**src/rtl/core/assert_macros.svh**
```systemverilog
// Assertion macros shared by the decoder RTL.
// Included by files that carry concurrent checks; needs clk and rst_n in scope.
`ifndef ASSERT_MACROS_SVH
`define ASSERT_MACROS_SVH

// Property must hold at every clock edge outside reset.
`define ASSERT_ALWAYS(label, expr, msg) \
  label: assert property (@(posedge clk) disable iff (!rst_n) (expr)) else $error(msg);

// Condition in one cycle implies a consequence in the next cycle.
`define ASSERT_NEXT(label, cond, cons, msg) \
  label: assert property (@(posedge clk) disable iff (!rst_n) (cond) |=> (cons)) \
    else $error(msg);

`endif

```
**src/rtl/core/b64d_pkg.sv**
```systemverilog
// Types, constants and the alphabet lookup for the base64 decoder.
// No dependencies; used by all decoder modules.
package b64d_pkg;

  localparam int QUEUE_DEPTH = 2;
  localparam int POS_W       = 5;
  localparam int ACC_W       = 18;
  localparam int VALUE_W     = 128;
  localparam int MAX_BYTES   = 16;

  localparam logic [7:0] CHAR_PAD = 8'h3d;  // '='

  typedef enum logic [1:0] {
    KIND_SKIP   = 2'd0,
    KIND_SEXTET = 2'd1,
    KIND_PAD    = 2'd2
  } b64d_kind_t;

  typedef struct packed {
    b64d_kind_t  kind;
    logic [5:0]  sextet;
    logic        last;
  } b64d_item_t;

  // {hit, sextet}; hit low for characters outside the alphabet
  function automatic logic [6:0] sextet_of(input logic [7:0] ch);
    logic [7:0] d;
    d = 8'd0;
    if (ch >= 8'h41 && ch <= 8'h5a) begin
      d = ch - 8'h41;
      return {1'b1, d[5:0]};
    end else if (ch >= 8'h61 && ch <= 8'h7a) begin
      d = ch - 8'h61 + 8'd26;
      return {1'b1, d[5:0]};
    end else if (ch >= 8'h30 && ch <= 8'h39) begin
      d = ch - 8'h30 + 8'd52;
      return {1'b1, d[5:0]};
    end else if (ch == 8'h2b) begin
      return {1'b1, 6'd62};
    end else if (ch == 8'h2f) begin
      return {1'b1, 6'd63};
    end
    return 7'd0;
  endfunction

endpackage

```
**src/rtl/core/b64d_front.sv**
```systemverilog
// Front end: accepts characters, classifies them against the alphabet.
// Depends on b64d_pkg; feeds b64d_queue.
`include "assert_macros.svh"
module b64d_front import b64d_pkg::*; (
  input  logic       clk,
  input  logic       rst_n,
  input  logic       in_valid,
  output logic       in_ready,
  input  logic [7:0] in_char_code,
  input  logic       in_char_present,
  input  logic       in_last,
  input  logic       q_full,
  output logic       q_push,
  output b64d_item_t q_item
);

  logic [6:0] lookup;
  b64d_kind_t kind;
  logic       xfer;

  assign lookup = sextet_of(in_char_code);

  always_comb begin
    kind = KIND_SKIP;
    if (in_char_present) begin
      if (in_char_code == CHAR_PAD) begin
        kind = KIND_PAD;
      end else if (lookup[6]) begin
        kind = KIND_SEXTET;
      end
    end
  end

  assign in_ready = !q_full;
  assign xfer     = in_valid && in_ready;

  // skipped characters that do not end the string need no further work
  assign q_push        = xfer && (in_last || kind != KIND_SKIP);
  assign q_item.kind   = kind;
  assign q_item.sextet = lookup[5:0];
  assign q_item.last   = in_last;

  `ASSERT_ALWAYS(a_front_no_push_full, !(q_push && q_full),
                 "front pushed into full queue")

endmodule

```
**src/rtl/core/b64d_queue.sv**
```systemverilog
// Short item queue between front and back of the decoder.
// Depends on b64d_pkg for the item type and depth.
`include "assert_macros.svh"
module b64d_queue import b64d_pkg::*; (
  input  logic       clk,
  input  logic       rst_n,
  input  logic       push,
  input  b64d_item_t push_item,
  output logic       full,
  input  logic       pop,
  output logic       head_valid,
  output b64d_item_t head_item
);

  localparam int PTR_W = $clog2(QUEUE_DEPTH);
  localparam int CNT_W = $clog2(QUEUE_DEPTH + 1);

  b64d_item_t         entry_r [QUEUE_DEPTH];
  logic [PTR_W-1:0]   wr_ptr_r, wr_ptr_nxt;
  logic [PTR_W-1:0]   rd_ptr_r, rd_ptr_nxt;
  logic [CNT_W-1:0]   cnt_r, cnt_nxt;

  assign full       = (cnt_r == CNT_W'(QUEUE_DEPTH));
  assign head_valid = (cnt_r != '0);
  assign head_item  = entry_r[rd_ptr_r];

  always_comb begin
    wr_ptr_nxt = wr_ptr_r;
    rd_ptr_nxt = rd_ptr_r;
    cnt_nxt    = cnt_r;
    if (push) begin
      wr_ptr_nxt = (wr_ptr_r == PTR_W'(QUEUE_DEPTH - 1)) ? '0 : wr_ptr_r + 1'b1;
    end
    if (pop) begin
      rd_ptr_nxt = (rd_ptr_r == PTR_W'(QUEUE_DEPTH - 1)) ? '0 : rd_ptr_r + 1'b1;
    end
    if (push && !pop) begin
      cnt_nxt = cnt_r + 1'b1;
    end else if (pop && !push) begin
      cnt_nxt = cnt_r - 1'b1;
    end
  end

  always_ff @(posedge clk) begin
    if (!rst_n) begin
      wr_ptr_r <= '0;
      rd_ptr_r <= '0;
      cnt_r    <= '0;
    end else begin
      wr_ptr_r <= wr_ptr_nxt;
      rd_ptr_r <= rd_ptr_nxt;
      cnt_r    <= cnt_nxt;
    end
  end

  always_ff @(posedge clk) begin
    if (push) begin
      entry_r[wr_ptr_r] <= push_item;
    end
  end

  `ASSERT_ALWAYS(a_queue_cnt_bound, cnt_r <= CNT_W'(QUEUE_DEPTH),
                 "queue count above depth")
  `ASSERT_ALWAYS(a_queue_pop_nonempty, !pop || head_valid,
                 "pop from empty queue")

endmodule

```
**src/rtl/core/b64d_back.sv**
```systemverilog
// Back end: sextet accumulation, byte store update, flush and result register.
// Depends on b64d_pkg; drains b64d_queue.
`include "assert_macros.svh"
module b64d_back import b64d_pkg::*; #(
  parameter int VALUE_BYTES = 16
) (
  input  logic               clk,
  input  logic               rst_n,
  input  logic               head_valid,
  input  b64d_item_t         head_item,
  output logic               pop,
  output logic               out_valid,
  input  logic               out_ready,
  output logic [63:0]        out_value_low,
  output logic [63:0]        out_value_high,
  output logic [POS_W-1:0]   out_bytes_decoded,
  output logic               out_overflow
);

  localparam logic [POS_W:0]   VB_SUM = (POS_W+1)'(VALUE_BYTES);
  localparam logic [POS_W-1:0] VB_POS = POS_W'(VALUE_BYTES);

  logic [7:0]        store_r [VALUE_BYTES];
  logic [7:0]        store_nxt [VALUE_BYTES];
  logic [ACC_W-1:0]  acc_r, acc_c;
  logic [1:0]        cnt_r, cnt_c;
  logic [POS_W-1:0]  pos_r, pos_c;
  logic              pad_r, pad_c;
  logic              ovf_r, ovf_c;

  logic              out_valid_r, out_valid_nxt;
  logic [VALUE_W-1:0] value_r, value_nxt;
  logic [POS_W-1:0]  count_r;
  logic              oflag_r;

  logic [23:0]       word;
  logic [7:0]        b0, b1, b2;
  logic [1:0]        nb;
  logic [POS_W:0]    sum;
  logic              done;

  assign pop  = head_valid && (!head_item.last || !out_valid_r || out_ready);
  assign done = pop && head_item.last;
  assign word = {acc_r, head_item.sextet};

  // character step, then leftover flush when the string ends
  always_comb begin
    acc_c = acc_r;
    cnt_c = cnt_r;
    pad_c = pad_r;
    b0 = word[23:16];
    b1 = word[15:8];
    b2 = word[7:0];
    nb = 2'd0;
    if (!pad_r && head_item.kind == KIND_PAD) begin
      pad_c = 1'b1;
    end else if (!pad_r && head_item.kind == KIND_SEXTET) begin
      if (cnt_r == 2'd3) begin
        nb    = 2'd3;
        acc_c = '0;
        cnt_c = 2'd0;
      end else begin
        acc_c = {acc_r[11:0], head_item.sextet};
        cnt_c = cnt_r + 2'd1;
      end
    end
    if (head_item.last) begin
      if (cnt_c == 2'd2) begin
        b0 = acc_c[11:4];
        nb = 2'd1;
      end else if (cnt_c == 2'd3) begin
        b0 = acc_c[17:10];
        b1 = acc_c[9:2];
        nb = 2'd2;
      end
    end
  end

  assign sum   = {1'b0, pos_r} + {{(POS_W-1){1'b0}}, nb};
  assign pos_c = (sum > VB_SUM) ? VB_POS : sum[POS_W-1:0];
  assign ovf_c = ovf_r || (sum > VB_SUM);

  always_comb begin
    for (int i = 0; i < VALUE_BYTES; i++) begin
      store_nxt[i] = store_r[i];
      if (nb > 2'd0 && {1'b0, pos_r} == (POS_W+1)'(i)) begin
        store_nxt[i] = b0;
      end
      if (nb > 2'd1 && {1'b0, pos_r} + 1'b1 == (POS_W+1)'(i)) begin
        store_nxt[i] = b1;
      end
      if (nb > 2'd2 && {1'b0, pos_r} + 2'd2 == (POS_W+1)'(i)) begin
        store_nxt[i] = b2;
      end
    end
  end

  // slots past VALUE_BYTES read as zero
  always_comb begin
    value_nxt = '0;
    for (int i = 0; i < VALUE_BYTES; i++) begin
      value_nxt[8*i +: 8] = store_nxt[i];
    end
  end

  assign out_valid_nxt = done ? 1'b1 : (out_ready ? 1'b0 : out_valid_r);

  always_ff @(posedge clk) begin
    if (!rst_n || done) begin
      acc_r <= '0;
      cnt_r <= '0;
      pos_r <= '0;
      pad_r <= 1'b0;
      ovf_r <= 1'b0;
      for (int i = 0; i < VALUE_BYTES; i++) begin
        store_r[i] <= '0;
      end
    end else if (pop) begin
      acc_r <= acc_c;
      cnt_r <= cnt_c;
      pos_r <= pos_c;
      pad_r <= pad_c;
      ovf_r <= ovf_c;
      store_r <= store_nxt;
    end
  end

  always_ff @(posedge clk) begin
    if (!rst_n) begin
      out_valid_r <= 1'b0;
    end else begin
      out_valid_r <= out_valid_nxt;
    end
  end

  always_ff @(posedge clk) begin
    if (done) begin
      value_r <= value_nxt;
      count_r <= pos_c;
      oflag_r <= ovf_c;
    end
  end

  assign out_valid         = out_valid_r;
  assign out_value_low     = value_r[63:0];
  assign out_value_high    = value_r[127:64];
  assign out_bytes_decoded = count_r;
  assign out_overflow      = oflag_r;

  `ASSERT_ALWAYS(a_back_pos_bound, pos_r <= VB_POS, "byte position past value size")
  `ASSERT_NEXT(a_back_clear_after_result, done,
               pos_r == '0 && cnt_r == 2'd0 && !pad_r && !ovf_r && out_valid_r,
               "state not cleared after result")

endmodule

```
**src/rtl/core/base64_to_128bit_decoder_unit.sv**
```systemverilog
// Top level of the base64 to 128-bit decoder.
// Depends on b64d_pkg, b64d_front, b64d_queue and b64d_back.

// Takes one base64 character per input transfer and returns one 128-bit value
// (bytes little-endian, first decoded byte in bits 7:0) after the transfer
// flagged last. Characters outside the standard alphabet and codes at or above
// 128 are skipped; '=' ends decoding for the rest of the string. Bytes past
// VALUE_BYTES are dropped and flagged in out_overflow. Sustained rate is one
// character per clock while no result is stalled: the back end retires one
// queued character per cycle, including the four-sextet-to-three-byte write,
// but holds a string's last character while the previous result is unread.
// A result is valid once its last character is retired from the queue.
// A two-entry queue separates input acceptance from the back end, so a stalled
// result holds off new input only once the queue fills.
module base64_to_128bit_decoder_unit import b64d_pkg::*; #(
  parameter int VALUE_BYTES = 16
) (
  input  logic             clk,
  input  logic             rst_n,
  input  logic             in_valid,
  output logic             in_ready,
  input  logic [7:0]       in_char_code,
  input  logic             in_char_present,
  input  logic             in_last,
  output logic             out_valid,
  input  logic             out_ready,
  output logic [63:0]      out_value_low,
  output logic [63:0]      out_value_high,
  output logic [POS_W-1:0] out_bytes_decoded,
  output logic             out_overflow
);

  logic       q_full;
  logic       q_push;
  b64d_item_t q_item;
  logic       q_pop;
  logic       q_valid;
  b64d_item_t q_head;

  b64d_front u_front (
    .clk             (clk),
    .rst_n           (rst_n),
    .in_valid        (in_valid),
    .in_ready        (in_ready),
    .in_char_code    (in_char_code),
    .in_char_present (in_char_present),
    .in_last         (in_last),
    .q_full          (q_full),
    .q_push          (q_push),
    .q_item          (q_item)
  );

  b64d_queue u_queue (
    .clk        (clk),
    .rst_n      (rst_n),
    .push       (q_push),
    .push_item  (q_item),
    .full       (q_full),
    .pop        (q_pop),
    .head_valid (q_valid),
    .head_item  (q_head)
  );

  b64d_back #(
    .VALUE_BYTES (VALUE_BYTES)
  ) u_back (
    .clk               (clk),
    .rst_n             (rst_n),
    .head_valid        (q_valid),
    .head_item         (q_head),
    .pop               (q_pop),
    .out_valid         (out_valid),
    .out_ready         (out_ready),
    .out_value_low     (out_value_low),
    .out_value_high    (out_value_high),
    .out_bytes_decoded (out_bytes_decoded),
    .out_overflow      (out_overflow)
  );

endmodule

```
**config.mk**
```make
export PLATFORM = sky130hd
export DESIGN_NAME = base64_to_128bit_decoder_unit
export DESIGN_NICKNAME = d
export VERILOG_FILES = /design/src/rtl/core/b64d_pkg.sv /design/src/rtl/core/b64d_front.sv /design/src/rtl/core/b64d_queue.sv /design/src/rtl/core/b64d_back.sv /design/src/rtl/core/base64_to_128bit_decoder_unit.sv
export VERILOG_INCLUDE_DIRS = /design/src /design/src/rtl/core
export SDC_FILE = /design/constraint.sdc
export NUM_CORES = 1
export LEC_CHECK = 0
export ABC_AREA = 1
export BUFFER_PORTS_ARGS = -buffer_cell sky130_fd_sc_hd__clkbuf_2
export CAP_MARGIN = 25
export CORE_ASPECT_RATIO = 1.75
export CORE_MARGIN = 4
export CORE_UTILIZATION = 55
export DETAILED_ROUTE_END_ITERATION = 10
export PLACE_DENSITY = 0.79
export RECOVER_POWER = 50
export SLEW_MARGIN = 25
export SYNTH_ARGS = -nofsm -noshare
export SYNTH_HDL_FRONTEND = slang
export SYNTH_HIERARCHICAL = 1
export SYNTH_SLANG_ARGS = --single-unit
export TNS_END_PERCENT = 50
```
**constraint.sdc**
```tcl
create_clock -name clk -period 5.1 [get_ports clk]
set_input_delay 0.255 -clock clk [delete_from_list [all_inputs] [get_ports clk]]
set_output_delay 0.255 -clock clk [all_outputs]
set_load 0.02 [all_outputs]
```
After elaboration in Yosys (flattened, before gate mapping)
Memories as Yosys holds them, arrays and structs flattened. A register that Yosys moved wholly into a read port is not among the register bits.
Index checks and enable logic that the tools add are counted.
{"block": "word_totals", "ramBits": 18, "out_inout_bits": 136, "regBits": 294, "n_memories": 1}
{"memory": "u_queue.entry_r", "words": 2, "width": 9, "read_ports": 1, "rd_clocked_by_memory_dff": 1, "wr": 1, "line_no": "b64d_queue.sv:18", "rtl": "b64d_item_t entry_r [QUEUE_DEPTH];"}
{"block": "op_classes", "n_eq_ne": 54, "bitwise": 1, "mux": 91, "addsub": 13, "n_lt_le_gt_ge": 10, "reduce_logical": 80}
{"operator": "8-bit two-way mux", "count": 54}
{"operator": "6-bit by 4-bit == test with 1-bit output, second input constant", "count": 16}
{"operator": "1-bit logical AND", "count": 59}
{"operator": "18-bit two-way mux", "count": 3}
{"operator": "6-bit by 3-bit == test with 1-bit output, second input constant", "count": 8}
{"operator": "7-bit two-way mux", "count": 6}
{"operator": "5-bit by 4-bit == test with 1-bit output, second input constant", "count": 8}
{"operator": "2-bit two-way mux", "count": 13}
{"operator": "6-bit by 2-bit == test with 1-bit output, second input constant", "count": 4}
{"operator": "8-bit by 6-bit == test with 1-bit output, second input constant", "count": 3}
{"operator": "5-bit by 3-bit == test with 1-bit output, second input constant", "count": 4}
{"operator": "8-bit by 7-bit >= comparator with 1-bit output, second input constant", "count": 2}
{"operator": "8-bit by 7-bit less-or-equal comparator with 1-bit output, second input constant", "count": 2}
{"operator": "1-bit two-way mux", "count": 14}
{"operator": "6-bit by 1-bit == test with 1-bit output, second input constant", "count": 2}
{"operator": "6-bit logical NOT", "count": 2}
{"operator": "6-bit subtractor, second input constant", "count": 2}
{"operator": "2-bit == test, second input constant", "count": 5}
{"operator": "5-bit by 2-bit == test with 1-bit output, second input constant", "count": 2}
{"operator": "8-bit by 6-bit >= comparator with 1-bit output, second input constant", "count": 1}
{"operator": "8-bit by 6-bit less-or-equal comparator with 1-bit output, second input constant", "count": 1}
{"operator": "2-bit nonzero test", "count": 4}
{"operator": "1-bit logical NOT", "count": 7}
{"operator": "5-bit by 1-bit adder with 6-bit output, second input constant", "count": 1}
{"operator": "other kinds (19)", "count": 26}

Logic depth before layout (Yosys ltp)
Gate-level depths: netlist of run 1.
{"block": "logic_depth", "word_depth": 17, "ltp_mapped": 18, "ltp_nobuf": 18}

Hierarchy
Netlist of run 1, hierarchy kept.
{"module": "b64d_back", "cells_per_inst": 2594, "area_per_inst_um2": 16793.6, "instances": 1, "seq_area_each_um2": 7146.9}
{"module": "b64d_queue", "cells_per_inst": 61, "area_per_inst_um2": 882.1, "instances": 1, "seq_area_each_um2": 640.6}
{"module": "b64d_front", "cells_per_inst": 116, "area_per_inst_um2": 653.1, "instances": 1, "seq_area_each_um2": 0.0}

Worst setup path after synthesis of run 1
Ideal clock, no wire load.
{"block": "synth_path", "path_type": "register -> register", "startpoint": "register (tool-made name)", "endpoint": "register u_back.count_r[0], in the netlist u_back/out_bytes_decoded[0], enable pin", "required_time_ns": 4.612, "period_less_slack_ns": 4.271, "path_stages_with_launch": 8, "setup_time_ns": 0.488, "t_arrival_ns": 3.783, "path_slack_ns": 0.829, "path_cell_list": "dfxtp_1 -> buf_6 -> mux2_2 -> nand2_1 -> nand2_1 -> inv_2 -> nand2_1 -> inv_1"}
{"item": "end signal, assigned", "line_no": "b64d_back.sv:139", "rtl": "count_r <= pos_c;"}
{"item": "end, declared", "line_no": "b64d_back.sv:33", "rtl": "logic [POS_W-1:0] count_r;"}

==> impl_metrics.csv, run 1 <==
group,metric,value,unit
clock_tree,cts_resized,0,
critical_path,path_cells,"mux2_1 > nand2_1 > nand2_1 > clkinvlp_4 > clkbuf_2 > buf_16 > o21ai_0 > a21oi_1",
global_route,antenna_found_initial,0,
synthesis,synth_edf_count,152,
synthesis,ys.flop_type,"dfxtp_1",
final_layout,layout_commonest_cell,"nand2_1",
synthesis,synth.area.top_cells,"edfxtp_1, nand2_1, dfxtp_1",
clock_tree,htree_levels,1,
place,dpl.hpwl,41.0,mm
synthesis,synthCells,2771,
die,die_w,146,um
final_layout,drive_gt1_frac,0.0572,
routing,via_per_inst,5.59,
flow_run,drv_cap,1,
final_layout,nFillCells,3165,
min_path,hold_path.startpoint,"out_ready",
critical_path,crit_cells,8,
die,die_area,36400,um^2
clock_tree,root_buffer,"clkbuf_16",
final_layout,design_area,20100,um^2
timing,drv_slew,93,
timing,rsz0062_at_grt,"no",
critical_path,worstPathRequired,5.62,ns
clock_tree,cts_tree,"yes",
routing,via_count,18400,
status,status,"complete, but fails checks",
critical_path,critical_path_class,"flop to flop",
timing,worst_slew_pin_slew,1.73,ns
final_layout,syn_to_final_growth,9.79,%
critical_path,critPathTopFamily,"buffers and inverters",
routing,drc,0,
critical_path,crit_arrival,4.98,ns
pwr,ir_drop,0.394,mV
clock_tree,insertion_delay,0.59,ns
timing,post-route-period-util,0.875,
routing,drt_pass1_iterations,6,
global_route,grtUsageTotal,0.324,
critical_path,timing.rr.end,"u_back/store_r[89]",
die,die_y,249,um
clock_tree,cts_setup_buffers,0,
critical_path,cp_slowest_cell,"clkbuf_2",
synthesis,ys.warnings.count,6,
final_layout,diodes,0,
die,core_area,32900,um^2
timing,fmax,224,MHz
routing,drt-wirelength-per-cell,18.6,um
final_layout,fin_util,0.611,
global_route,grt_pass1_wl,93.8,mm
min_path,hold_path.class,"primary input to flop",
critical_path,crit_fanout,178,
min_path,whs_path_depth,4,
timing,holdWs,0.0191,ns
timing,clock_skew,0.0213,ns
synthesis,yosys_register_bits,313,
clock_tree,clk_pin_slew,0.07,ns
critical_path,rrSetupSlack,0.64,ns
timing,slew_headroom,-0.155,
synthesis,syn_area_per_cell,6.61,um^2
timing,fin_setup_tns,0,ns
synthesis,synthesis.area,18300,um^2
global_route,grt_pass1_vias,17400,
timing,setup_viol,0,
pwr,p_leak,10.1,nW
place,port_buffers,149,
routing,totalWireLength,61.3,mm
critical_path,critPathLaunchType,"flop",
timing,fin_crit,4.46,ns
min_path,hold_path_end,"u_back/out_valid",
pwr,power.density,597,nW/um^2
status,violations,"capacitance limit, slew limit",
place,place_area,19300,um^2
synthesis,ys_seq_area_frac,0.425,
critical_path,worstSetupEndpointType,"flop",
synthesis,syn_nets,2801,
critical_path,cpPeakStageDelay,1.24,ns
clock_tree,cts_buffers,30,
synthesis,synthDistinctLibCells,46,
critical_path,critical_path_buf_inv_count,3,
global_route,grt_max_degree,271,
die,io_pins,150,
routing,ant_nets,0,
routing,drtIter0Drc,1935,
final_layout,final_cell_mix,"nand2_1, inv_1, nor2_1",
synthesis,synthArstFlopShare,0,
timing,hold_viol,0,
die,fp-row-count,88,
synthesis,synth_top_area_share,0.249,
clock_tree,cts.sinks,313,
die,start_util,0.557,
critical_path,reg2regPathDepth,8,
critical_path,path_common_cell,"nand2_1",
global_route,grt_overflow_total,0,
final_layout,final_nets,2891,
clock_tree,clk_path_buf_depth,3,
synthesis,yosysTopAreaCell,"edfxtp_1",
place,gp_congestion,0.991,
## synthesized netlist by cell type, types with 9 or more instances
cell type and count:
a211oi_1 9, a21oi_1 127, buf_2 39, clkbuf_1 67, dfxtp_1 161, edfxtp_1 152, ha_1 15, inv_1 403
inv_2 17, mux2_2 9, nand2_1 897, nand2_2 21, nand3_1 204, nand4_1 20, nor2_1 404, nor2_2 17
nor3_1 14, o21ai_0 123, o21ai_1 11, xor2_1 10
## flip-flops by register name, summed over array words and instances, names as in the netlist, named ones only
name                      cells
u_back/ovf_r                  1
u_queue/wr_ptr_r              1
u_back/pad_r                  1
u_back/pos_r                  5
u_back/value_r              128
u_back/out_overflow           1
u_queue/rd_ptr_r              1
u_queue/entry_r              18
u_back/out_valid              1
u_back/cnt_r                  2
u_back/acc_r                 18
u_back/out_bytes_decoded      5
u_queue/cnt_r                 2
u_back/store_r              128
## timing repair
action	4_1_cts	5_1_grt
setup endpoints to repair	0	0
hold buffers	2	0
hold endpoints to repair	8	0
## worst min-delay path, cell delays in order
cell and delay (ns):
clkbuf_2 0.07, nor2_1 0.04, o21ai_0 0.14, inv_1 0.04
## cell type report
class | instances | area (um^2) | area share
clock buffer | 37 | 808 | 0.0402
multi-input combinational | 1919 | 8440 | 0.419
clock inverter | 19 | 158 | 0.00783
tap | 405 | 507 | 0.0252
sequential | 313 | 7790 | 0.387
timing repair buffer | 172 | 818 | 0.0407
inverter | 425 | 1600 | 0.0797
## kinds of logic after synthesis
family | count (synthesis) | synth area share
AND/OR/NAND/NOR | 1602 | 0.358
flip-flops | 313 | 0.425
adder cells (fa/ha/maj) | 16 | 0.0113
multiplexers | 9 | 0.00553
AO/OA/AOI/OAI | 280 | 0.0792
buffers and inverters | 539 | 0.115
XOR/XNOR | 12 | 0.00573
## where the power goes
group | internal (mW) | switching [mW]
combinational | 1.42 | 3.96
sequential | 3.90 | 0.492
clock | 1.23 | 1.02
## worst max-delay path by stage
stage          from                     endpoint  slack, ns
6_report       flop           u_back/store_r[89]       0.64
5_1_grt        flop           u_back/store_r[71]       0.33
4_1_cts        flop  u_back/out_bytes_decoded[0]       1.08
3_5_place_dp   flop  u_back/out_bytes_decoded[0]       1.11
3_3_place_gp   flop  u_back/out_bytes_decoded[0]       1.21
2_1_floorplan  flop  u_back/out_bytes_decoded[0]       0.83
## layer usage
layer	wire (um)	track usage	up-vias
met5	0	0	-
met4	5160	0.229	0
met3	5500	0.0563	297
met2	29400	0.564	1051
met1	21200	0.356	8274
li1	-	-	8764
## per-stage QoR
step | setup slack [ns] | power, mW | std cells
floorplan | 0.829 | 8.12 | 2771
global placement | 1.21 | 9.60 | 3228
detailed placement | 1.11 | 9.77 | 3229
CTS | 1.08 | 12.0 | 3287
global route | 0.331 | 12.8 | 3290
finish | 0.639 | 12.0 | 3290
(Power assumes the default switching activity.)
==> inputs of run 2 (changes only) <==
--- a/config.mk
+++ b/config.mk
@@ -14,7 +14,6 @@
 export CORE_UTILIZATION = 55
 export DETAILED_ROUTE_END_ITERATION = 10
 export PLACE_DENSITY = 0.79
-export RECOVER_POWER = 50
 export SLEW_MARGIN = 25
 export SYNTH_ARGS = -nofsm -noshare
 export SYNTH_HDL_FRONTEND = slang
==> run 2 against run 1 <==
Effect of this change:
- the flow now finishes without violations
- die area is the same
- sequential cell count did not move
- register-to-register slack better by 0.37 ns
- first-iteration DRC count down 1.3%
- sequential share of layout area down 0.43 points
- sequential power barely moved
- clock power hardly changed
- clock skew is 0.0015 ns lower
- largest cell class unchanged
- critical path depth grew 7
- design area up 1.1%
- non-clock buffer count unchanged
==> impl_metrics.csv, run 2 (synthesis results as in run 1) <==
group,metric,value,unit
timing,drv_slew,0,
pwr,internal_power,6.67,mW
final_layout,fin_util,0.618,
routing,via_count,18400,
die,die_y,249,um
timing,rsz0062_at_grt,"no",
pwr,power.total,12.1,mW
pwr,p_clk_frac,0.185,
critical_path,critical_path_buf_inv_count,1,
global_route,antenna_found_initial,0,
timing,fmax,245,MHz
die,io_pins,150,
routing,drc,0,
routing,totalWireLength,61.2,mm
die,core_area,32900,um^2
timing,hold_viol,0,
place,port_buffers,149,
global_route,grt_overflow_total,0,
pwr,p_leak,10.5,nW
pwr,power.switching,5.47,mW
critical_path,worstPathRequired,5.44,ns
clock_tree,cts_tree,"yes",
critical_path,cpPeakStageDelay,0.55,ns
timing,worst_slew_pin_slew,1.09,ns
pwr,netSwitchingFraction,0.451,
final_layout,layout_commonest_cell,"nand2_1",
global_route,grtUsageTotal,0.324,
routing,via_per_inst,5.60,
critical_path,critPathTopFamily,"simple AND/OR/NAND/NOR gates",
critical_path,critPathLaunchType,"flop",
routing,drt_pass1_iterations,6,
timing,clock_skew,0.0198,ns
global_route,grt_pass1_vias,17400,
timing,setup_viol,0,
final_layout,final_nets,2891,
clock_tree,root_buffer,"clkbuf_16",
final_layout,syn_to_final_growth,11.0,%
critical_path,path_cells,"mux2_2 > nor2_4 > nand2_2 > nand2_1 > nand2_2 > nand3_1 > nand2_4 > ha_1 > a21oi_1 > nor2_1 > nor3_1 > a21oi_1 > nand2_1 > nand2_1 > inv_1",
global_route,grt_max_degree,271,
final_layout,reg.largest.list,"u_back/store_r: 128 flops, u_back/value_r: 128 flops",
critical_path,critical_path_class,"flop to flop",
status,status,"complete, no violations",
clock_tree,cts_setup_buffers,0,
routing,wl_met3,5.50,mm
critical_path,path_common_cell,"nand2_1",
timing,finalWorstSetupSlack,1.01,ns
die,die_w,146,um
pwr,sequentialPowerShare,0.361,
routing,wl_met1,21.1,mm
routing,ant_nets,0,
clock_tree,clk_path_buf_depth,3,
critical_path,crit_fanout,25,
critical_path,crit_arrival,4.43,ns
pwr,combPwrFrac,0.454,
clock_tree,cts_resized,0,
place,gp_congestion,0.991,
final_layout,design_area,20300,um^2
clock_tree,clk_pin_slew,0.06,ns
timing,slew_headroom,0.271,
place,pre_cts_slack,1.11,ns
final_layout,diodes,0,
clock_tree,insertion_delay,0.59,ns
routing,highest_layer,"met4",
routing,drtIter0Drc,1909,
final_layout,instances_no_fill,3290,
pwr,power.density,596,nW/um^2
pwr,ir_drop,0.392,mV
place,dpl.hpwl,41.0,mm
die,start_util,0.557,
routing,drt-wirelength-per-cell,18.6,um
place,place_area,19300,um^2
critical_path,worstSetupEndpointType,"flop",
die,die_area,36400,um^2
min_path,hold_path.class,"primary input to flop",
place,dp_cells,3229,
timing,holdWs,0.0197,ns
final_layout,final_cell_mix,"nand2_1, inv_1, nor2_1",
routing,wl_met2,29.1,mm
flow_run,drv_cap,0,
clock_tree,cts_buffers,30,
global_route,grt_pass1_wl,93.8,mm
timing,fin_crit,4.09,ns
die,fp-row-count,88,
critical_path,cp_slowest_cell,"dfxtp_1",
clock_tree,htree_levels,1,
final_layout,drive_gt1_frac,0.108,
timing,post-route-period-util,0.802,
timing,fin_setup_tns,0,ns
clock_tree,cts.sinks,313,
[run 2: final cells by class]
| cell class | instances | area, um^2 |
|---|---|---|
| Multi-Input combinational cell | 1919 | 8460 |
| Inverter | 425 | 1610 |
| Clock buffer | 37 | 808 |
| Tap cell | 405 | 507 |
| Timing Repair Buffer | 172 | 1020 |
| Fill cell | 3089 | 12600 |
| Sequential cell | 313 | 7790 |
| Clock inverter | 19 | 158 |
[run 2: timing repair]
item                       4_1_cts  5_1_grt
hold endpoints to repair         8        0
setup endpoints to repair        0        0
hold buffers                     2        0
[run 2: metal layers]
layer  up-vias  GRT usage
met5         -          0
li1       8775          -
met4         0      0.229
met2      1012      0.564
met3       327     0.0563
met1      8312      0.356
[run 2: power by group through the flow]
stage          clock network, mW  logic, mW  registers [mW]
6_report                    2.24       5.51            4.38
5_1_grt                     2.38       6.10            4.48
3_3_place_gp                   0       5.22            4.38
3_5_place_dp                   0       5.36            4.41
2_1_floorplan                  0       3.27            4.84
4_1_cts                     2.27       5.39            4.38
[run 2: worst paths after layout]
kind                                 end  cells after the start  slack [ns]        startpoint
max          u_back/out_bytes_decoded[2]                     15        1.01              flop
min                     u_back/out_valid                      4        0.02         out_ready
max reg2reg  u_back/out_bytes_decoded[2]                     15        1.01              flop
min reg2reg             u_back/acc_r[12]                      2        0.46  u_back/acc_r[12]
[run 2: tightest hold or removal path: cells and delay by family]
family | cells | cell delay (ns)
simple gates | 1 | 0.04
buf+inv | 2 | 0.11
compound gates | 1 | 0.14
